--- config.mk ---
export PLATFORM = sky130hd
export DESIGN_NAME = humidity_temp_frame_decoder
export DESIGN_NICKNAME = d
export VERILOG_FILES = /design/src/hdl/htfd_pkg.sv /design/src/hdl/htfd_conv.sv /design/src/hdl/humidity_temp_frame_decoder.sv
export SDC_FILE = /design/constraint.sdc
export NUM_CORES = 1
export LEC_CHECK = 0
export ABC_AREA = 1
export BUFFER_PORTS_ARGS = -buffer_cell sky130_fd_sc_hd__buf_2
export CORE_ASPECT_RATIO = 1.75
export CORE_MARGIN = 5
export CORE_UTILIZATION = 43
export CTS_CLUSTER_DIAMETER = 60
export DETAILED_ROUTE_END_ITERATION = 8
export SETUP_SLACK_MARGIN = 0.05
export SYNTH_ARGS = -nofsm -noshare
export SYNTH_HDL_FRONTEND = slang
export SYNTH_SLANG_ARGS = --single-unit
--- constraint.sdc ---
create_clock -name i_clk -period 11.3 [get_ports i_clk]
set_input_delay 2.825 -clock i_clk [delete_from_list [all_inputs] [get_ports i_clk]]
set_output_delay 2.825 -clock i_clk [all_outputs]
set_load 0.02 [all_outputs]
--- src/hdl/htfd_pkg.sv ---
// Shared constants, types and the CRC-8 step of the humidity/temperature frame decoder.
package htfd_pkg;

    typedef logic [2:0] t_pos;

    // Byte positions within one measurement frame
    localparam t_pos POS_T_MSB = 3'd0;
    localparam t_pos POS_T_LSB = 3'd1;
    localparam t_pos POS_T_CRC = 3'd2;
    localparam t_pos POS_H_MSB = 3'd3;
    localparam t_pos POS_H_LSB = 3'd4;
    localparam t_pos POS_H_CRC = 3'd5;

    localparam logic [7:0]  CRC_POLY    = 8'h31;
    localparam logic [7:0]  CRC_INIT    = 8'hFF;
    localparam logic [10:0] TEMP_SCALE  = 11'd1750;
    localparam logic signed [11:0] TEMP_OFFSET = -12'sd450;
    localparam logic [6:0]  HUM_SCALE   = 7'd100;
    localparam logic [22:0] HUM_ROUND   = 23'd32768;

    typedef logic signed [11:0] t_temp;
    typedef logic [6:0]         t_hum;

    // One byte of CRC-8, MSB first, no final xor
    function automatic logic [7:0] htfd_crc8(input logic [7:0] crc, input logic [7:0] b);
        logic [7:0] c;
        c = crc ^ b;
        for (int i = 0; i < 8; i++) begin
            if (c[7]) begin
                c = {c[6:0], 1'b0} ^ CRC_POLY;
            end else begin
                c = {c[6:0], 1'b0};
            end
        end
        return c;
    endfunction

endpackage

--- src/hdl/htfd_conv.sv ---
// Scaling of the raw temperature and humidity words into tenths of a degree and percent.
module htfd_conv
    import htfd_pkg::*;
(
    input  logic [15:0] i_temp_word,
    input  logic [15:0] i_hum_word,
    output t_temp       o_temp_tenths,
    output t_hum        o_hum_percent
);

    logic [26:0] temp_prod;
    logic [22:0] hum_prod;

    always_comb begin
        temp_prod = 27'(i_temp_word) * 27'(TEMP_SCALE);
        // Round humidity to the nearest percent
        hum_prod  = 23'(i_hum_word) * 23'(HUM_SCALE) + HUM_ROUND;
        o_temp_tenths = t_temp'({1'b0, temp_prod[26:16]}) + TEMP_OFFSET;
        o_hum_percent = hum_prod[22:16];
    end

endmodule

--- src/hdl/humidity_temp_frame_decoder.sv ---
// Top level of the humidity/temperature measurement frame decoder.
// Takes one frame byte per word (temperature MSB, LSB, CRC, then humidity MSB, LSB, CRC)
// and, on the sixth byte, delivers one result word with temperature in tenths of a degree,
// humidity in whole percent and a CRC status (0 ok, 1 mismatch, values forced to 0).
// A byte is accepted every cycle, except while a sixth byte sits in the input register
// behind a result that i_stall holds. The input register takes a sixth byte when it is
// accepted, and the result register behind the combinational CRC and scaling logic takes
// the reading when that byte leaves the input register, which i_stall can delay.
// i_frame_start restarts the frame and drops a partial one.
module humidity_temp_frame_decoder
    import htfd_pkg::*;
(
    input  logic        i_clk,
    input  logic        i_rst_n,
    input  logic        i_valid,
    output logic        o_stall,
    input  logic [7:0]  i_data_byte,
    input  logic        i_frame_start,
    output logic        o_valid,
    input  logic        i_stall,
    output t_temp       o_temperature_tenths,
    output t_hum        o_humidity_percent,
    output logic        o_status
);

    logic        r_in_vld;
    logic [7:0]  r_in_byte;
    logic        r_in_start;

    t_pos        r_pos, n_pos;
    logic [7:0]  r_crc, n_crc;
    logic [15:0] r_temp_word, n_temp_word;
    logic [15:0] r_hum_word, n_hum_word;
    logic        r_temp_ok, n_temp_ok;

    logic        r_out_vld;
    t_temp       r_out_temp;
    t_hum        r_out_hum;
    logic        r_out_status;

    t_pos        eff_pos;
    logic [7:0]  crc_cur;
    logic [7:0]  crc_step;
    logic        s1_last;
    logic        s1_fire;
    logic        in_accept;
    logic        frame_ok;
    t_temp       conv_temp;
    t_hum        conv_hum;

    htfd_conv u_conv (
        .i_temp_word   (r_temp_word),
        .i_hum_word    (r_hum_word),
        .o_temp_tenths (conv_temp),
        .o_hum_percent (conv_hum)
    );

    always_comb begin
        if (r_in_start || r_pos > POS_H_CRC) begin
            eff_pos = POS_T_MSB;
        end else begin
            eff_pos = r_pos;
        end
        crc_cur  = r_in_start ? CRC_INIT : r_crc;
        crc_step = htfd_crc8(crc_cur, r_in_byte);
        s1_last  = (eff_pos == POS_H_CRC);
        // Only a frame-closing word must wait for the result register
        s1_fire  = r_in_vld && (!s1_last || !r_out_vld || !i_stall);
        frame_ok = r_temp_ok && (crc_cur == r_in_byte);

        n_pos       = t_pos'(eff_pos + 3'd1);
        n_crc       = crc_step;
        n_temp_word = r_temp_word;
        n_hum_word  = r_hum_word;
        n_temp_ok   = r_temp_ok;
        case (eff_pos)
            POS_T_MSB: begin
                n_temp_word = {r_in_byte, r_temp_word[7:0]};
            end
            POS_T_LSB: begin
                n_temp_word = {r_temp_word[15:8], r_in_byte};
            end
            POS_T_CRC: begin
                n_temp_ok = (crc_cur == r_in_byte);
                n_crc     = CRC_INIT;
            end
            POS_H_MSB: begin
                n_hum_word = {r_in_byte, r_hum_word[7:0]};
            end
            POS_H_LSB: begin
                n_hum_word = {r_hum_word[15:8], r_in_byte};
            end
            default: begin
                n_pos = POS_T_MSB;
                n_crc = CRC_INIT;
            end
        endcase
    end

    assign o_stall   = r_in_vld && !s1_fire;
    assign in_accept = i_valid && !o_stall;

    always_ff @(posedge i_clk) begin
        if (!i_rst_n) begin
            r_in_vld    <= 1'b0;
            r_out_vld   <= 1'b0;
            r_pos       <= POS_T_MSB;
            r_crc       <= CRC_INIT;
            r_temp_word <= '0;
            r_hum_word  <= '0;
            r_temp_ok   <= 1'b0;
        end else begin
            if (in_accept) begin
                r_in_vld <= 1'b1;
            end else if (s1_fire) begin
                r_in_vld <= 1'b0;
            end
            if (s1_fire) begin
                r_pos       <= n_pos;
                r_crc       <= n_crc;
                r_temp_word <= n_temp_word;
                r_hum_word  <= n_hum_word;
                r_temp_ok   <= n_temp_ok;
            end
            if (s1_fire && s1_last) begin
                r_out_vld <= 1'b1;
            end else if (!i_stall) begin
                r_out_vld <= 1'b0;
            end
        end
    end

    // Payload registers: hold while stalled
    always_ff @(posedge i_clk) begin
        if (in_accept) begin
            r_in_byte  <= i_data_byte;
            r_in_start <= i_frame_start;
        end
        if (s1_fire && s1_last) begin
            r_out_temp   <= frame_ok ? conv_temp : '0;
            r_out_hum    <= frame_ok ? conv_hum : '0;
            r_out_status <= !frame_ok;
        end
    end

    assign o_valid              = r_out_vld;
    assign o_temperature_tenths = r_out_temp;
    assign o_humidity_percent   = r_out_hum;
    assign o_status             = r_out_status;

    a_err_zero: assert property (@(posedge i_clk) disable iff (!i_rst_n)
        r_out_vld && r_out_status |-> r_out_temp == '0 && r_out_hum == '0)
        else $error("error result carries nonzero values");

    a_hum_range: assert property (@(posedge i_clk) disable iff (!i_rst_n)
        r_out_vld |-> r_out_hum <= HUM_SCALE)
        else $error("humidity above full scale");

    a_pos_range: assert property (@(posedge i_clk) disable iff (!i_rst_n)
        r_pos <= POS_H_CRC)
        else $error("byte position past frame end");

    a_frame_end: assert property (@(posedge i_clk) disable iff (!i_rst_n)
        s1_fire && s1_last |=> r_pos == POS_T_MSB && r_crc == CRC_INIT && r_out_vld)
        else $error("frame end did not restart frame or post result");

    a_stall_src: assert property (@(posedge i_clk) disable iff (!i_rst_n)
        o_stall |-> r_in_vld && r_out_vld && i_stall)
        else $error("input stalled without a blocked result");

endmodule
==> run_results.csv <==
group,metric,value,unit
yosys,synth_ff_type,"dfxtp_1",
placed_design,gp_congestion,0.930,
sta,slew_headroom,54.9,%
grt,grt_max_degree,33,
sta,clock_skew,0.00717,ns
grt,grt_first_pass_wirelength,34600,µm
finish,antenna-diode-count,0,
route,dr.pass1.iters,6,
yosys,yosysWarnings,0,
critical_path,start_kind,"primary input",
clock_tree,root_buffer,"clkbuf_16",
yosys,syn_nets,1378,
route,wirelength,19900,µm
finish,n_fill_cell,2130,
floorplan,rows,69,
yosys,synth_top_area_cell,"ha_1",
yosys,yosysSeqAreaShare,20.4,%
yosys,synth_edf_count,29,
pwr,sw_frac_of_total,37.2,%
route,drt_iter0_markers,186,
floorplan,coreArea,0.0202,mm²
clock_tree,cts_hold_buf,0,
sta,hold_viol_final,0,
yosys,syn_inst,1150,
floorplan,die_area,0.0234,mm²
placed_design,portBuffers,34,
grt,track_usage,18.3,%
sta,layout_min_cycle_time,6.26,ns
sta,post-route-period-util,55.4,%
pwr,p_leak,5.37,nW
sta,fmax,160,MHz
critical_path,crit_fanout,2,
sta,rsz0062_at_grt,"no",
clock_tree,cts_sinks,75,
status,outcome,"finished, final reports clean",
critical_path,cp.required,8.48,ns
critical_path,end_kind,"primary output",
critical_path,crit_path_cell_trace,"buf_2 > nand2_1 > nor2_1 > nand2_1 > inv_1 > buf_2",
sta,maxSlewViolCount,0,
pwr,p_seq_share,33.1,%
clock_tree,cts_tree,"yes",
sta,tightest_slew,0.674,ns
floorplan,ioPinCount,35,
floorplan,die_width,118,µm
yosys,synth_most_common_cell,"inv_1",
pwr,p_comb_share,34.8,%
floorplan,start_util,43.4,%
grt,antenna_found_initial,0,
clock_tree,cts-buffers-inserted,9,
finish,drive_gt1_share,5.63,%
yosys,yosysTopAreaCellShare,21.6,%
floorplan,die_y,199,µm
route,routedWlPerCell,13.8,µm
clock_tree,htreeDepth,3,
critical_path,max_stage_delay,0.16,ns
pwr,switchingPower,341,µW
yosys,yosys-top-cells-count,"inv_1, nand2_1, ha_1",
pwr,p_clk_share,32.1,%
clock_tree,worstSkewPairLatency,0.35,ns
route,postRouteAntennaNets,0,
critical_path,worstSetupPathType,"primary input to primary output",
route,routed-via-count,7096,
yosys,synthArstFlopShare,0,%
clock_tree,cts_buffer_depth,2,
pwr,pwr_density_cell,96.6,mW/mm²
grt,grt_overflow,0,
finish,final_nets,1413,
sta,setup_viol,0,
sta,finalSetupTns,0,ns
placed_design,dpl_cell_area,0.00919,mm²
critical_path,cp_slowest_cell,"nor2_1",
flow_run,drv_cap,0,
clock_tree,ctsResizeCount,0,
yosys,synth_seq_cells,75,
finish,synthToLayoutAreaGrowth,8.27,%
clock_tree,cts.clk_slew.worst_paths,0.06,ns
yosys,yosysUniqueCellTypes,38,
placed_design,post-dp-hpwl,17100,µm
route,viasPerCell,4.93,
critical_path,worst-path-buf-inv,3,
critical_path,cp.arrival,3.44,ns
yosys,syn_avg_cell_area,7.62,µm²
yosys,synth_area_leaders,"ha_1, fa_1, inv_1",
finish,design_area,0.00949,mm²
grt,grt_pass1_vias,7588,
critical_path,crit_family,"buffers and inverters",
hold_path,min_path_type,"register to register",
clock_tree,post_cts_buffers,0,
pwr,p_int,576,µW
pwr,ir_worst_vdd,0.151,mV
route,drc,0,
yosys,netlist_area,0.00876,mm²
power groups by stage:
stage	clock network (mW)	registers (mW)	logic, mW
2_1_floorplan	0	0.302	0.256
6_report	0.295	0.303	0.319
5_1_grt	0.311	0.304	0.380
4_1_cts	0.301	0.303	0.323
3_3_place_gp	0	0.309	0.316
3_5_place_dp	0	0.309	0.319
worst register-to-register path: cells and delay by family (launching register included):
family	cells	cell delay (ns)
fa+ha+maj	7	2.85
simple gates	10	1.17
flops	1	0.56
buf+inv	6	0.34
compound gates	1	0.06
cell usage in the layout, fill, tap and decap left out, types with 6 or more instances in the layout:
| master | synthesis | layout |
|---|---|---|
| inv_1 | 266 | 266 |
| nor3_1 | 12 | 12 |
| clkbuf_16 | 0 | 9 |
| o21ai_0 | 45 | 45 |
| fa_1 | 64 | 64 |
| xnor2_1 | 9 | 9 |
| nand2_1 | 235 | 235 |
| dfxtp_1 | 46 | 46 |
| buf_2 | 1 | 34 |
| nor2_1 | 86 | 85 |
| a21oi_1 | 84 | 84 |
| ha_1 | 151 | 151 |
| nand3_1 | 44 | 44 |
| xor2_1 | 19 | 19 |
| nand4_1 | 6 | 6 |
| a21o_1 | 7 | 7 |
| edfxtp_1 | 29 | 29 |
flip-flops by register name, summed over array words and instances (netlist names):
signal / cells
o_humidity_percent: 7
r_temp_word: 16
r_hum_word: 16
r_temp_ok: 1
r_pos: 3
o_temperature_tenths: 12
o_valid: 1
r_in_start: 1
r_crc: 8
r_in_vld: 1
r_in_byte: 8
o_status: 1
cell type report:
class	instances	area [µm²]	area share [%]
Timing Repair Buffer	35	178	1.87
Inverter	270	1010	10.7
Tap cell	248	310	3.27
Clock buffer	9	225	2.37
Clock inverter	7	73.8	0.778
Sequential cell	75	1790	18.9
Multi-Input combinational cell	794	5890	62.1
per-stage QoR:
stage          setup WS (ns)  total power, mW  hold slack (ns)  instances  util [%]
6_report                5.04            0.917            0.458       1438      47.0
2_1_floorplan           5.20            0.558            0.436       1150         -
3_5_place_dp            5.04            0.628            0.451       1422      45.5
4_1_cts                 5.03            0.927            0.460       1438      47.0
3_3_place_gp            5.03            0.625            0.445       1422      45.5
5_1_grt                 4.95            0.995            0.486       1438      47.0
worst paths after layout:
check,slack (ns),cells after the start,end,from
max,5.04,6,o_stall,i_stall
max reg2reg,6.06,24,o_temperature_tenths[9],r_temp_word[8]
min reg2reg,0.46,2,r_temp_ok,r_temp_ok
min,0.46,2,r_temp_ok,r_temp_ok
cell families after synthesis:
group,count (synthesis),share of synthesized area [%]
adder cells (fa/ha/maj),215,36.2
AO/OA/AOI/OAI,154,9.52
buffers and inverters,281,12.3
flip-flops,75,20.4
XOR/XNOR,29,2.98
AND/OR/NAND/NOR,396,18.5
layer usage:
| metal | wire length (µm) | GRT usage (%) | up-vias |
|---|---|---|---|
| li1 | - | - | 3683 |
| met1 | 7080 | 17.3 | 3273 |
| met2 | 11500 | 37.5 | 88 |
| met3 | 374 | 2.16 | 52 |
| met4 | 949 | 9.31 | 0 |
| met5 | 0 | 0 | - |
Note: power is estimated with default switching activity, not from simulation.
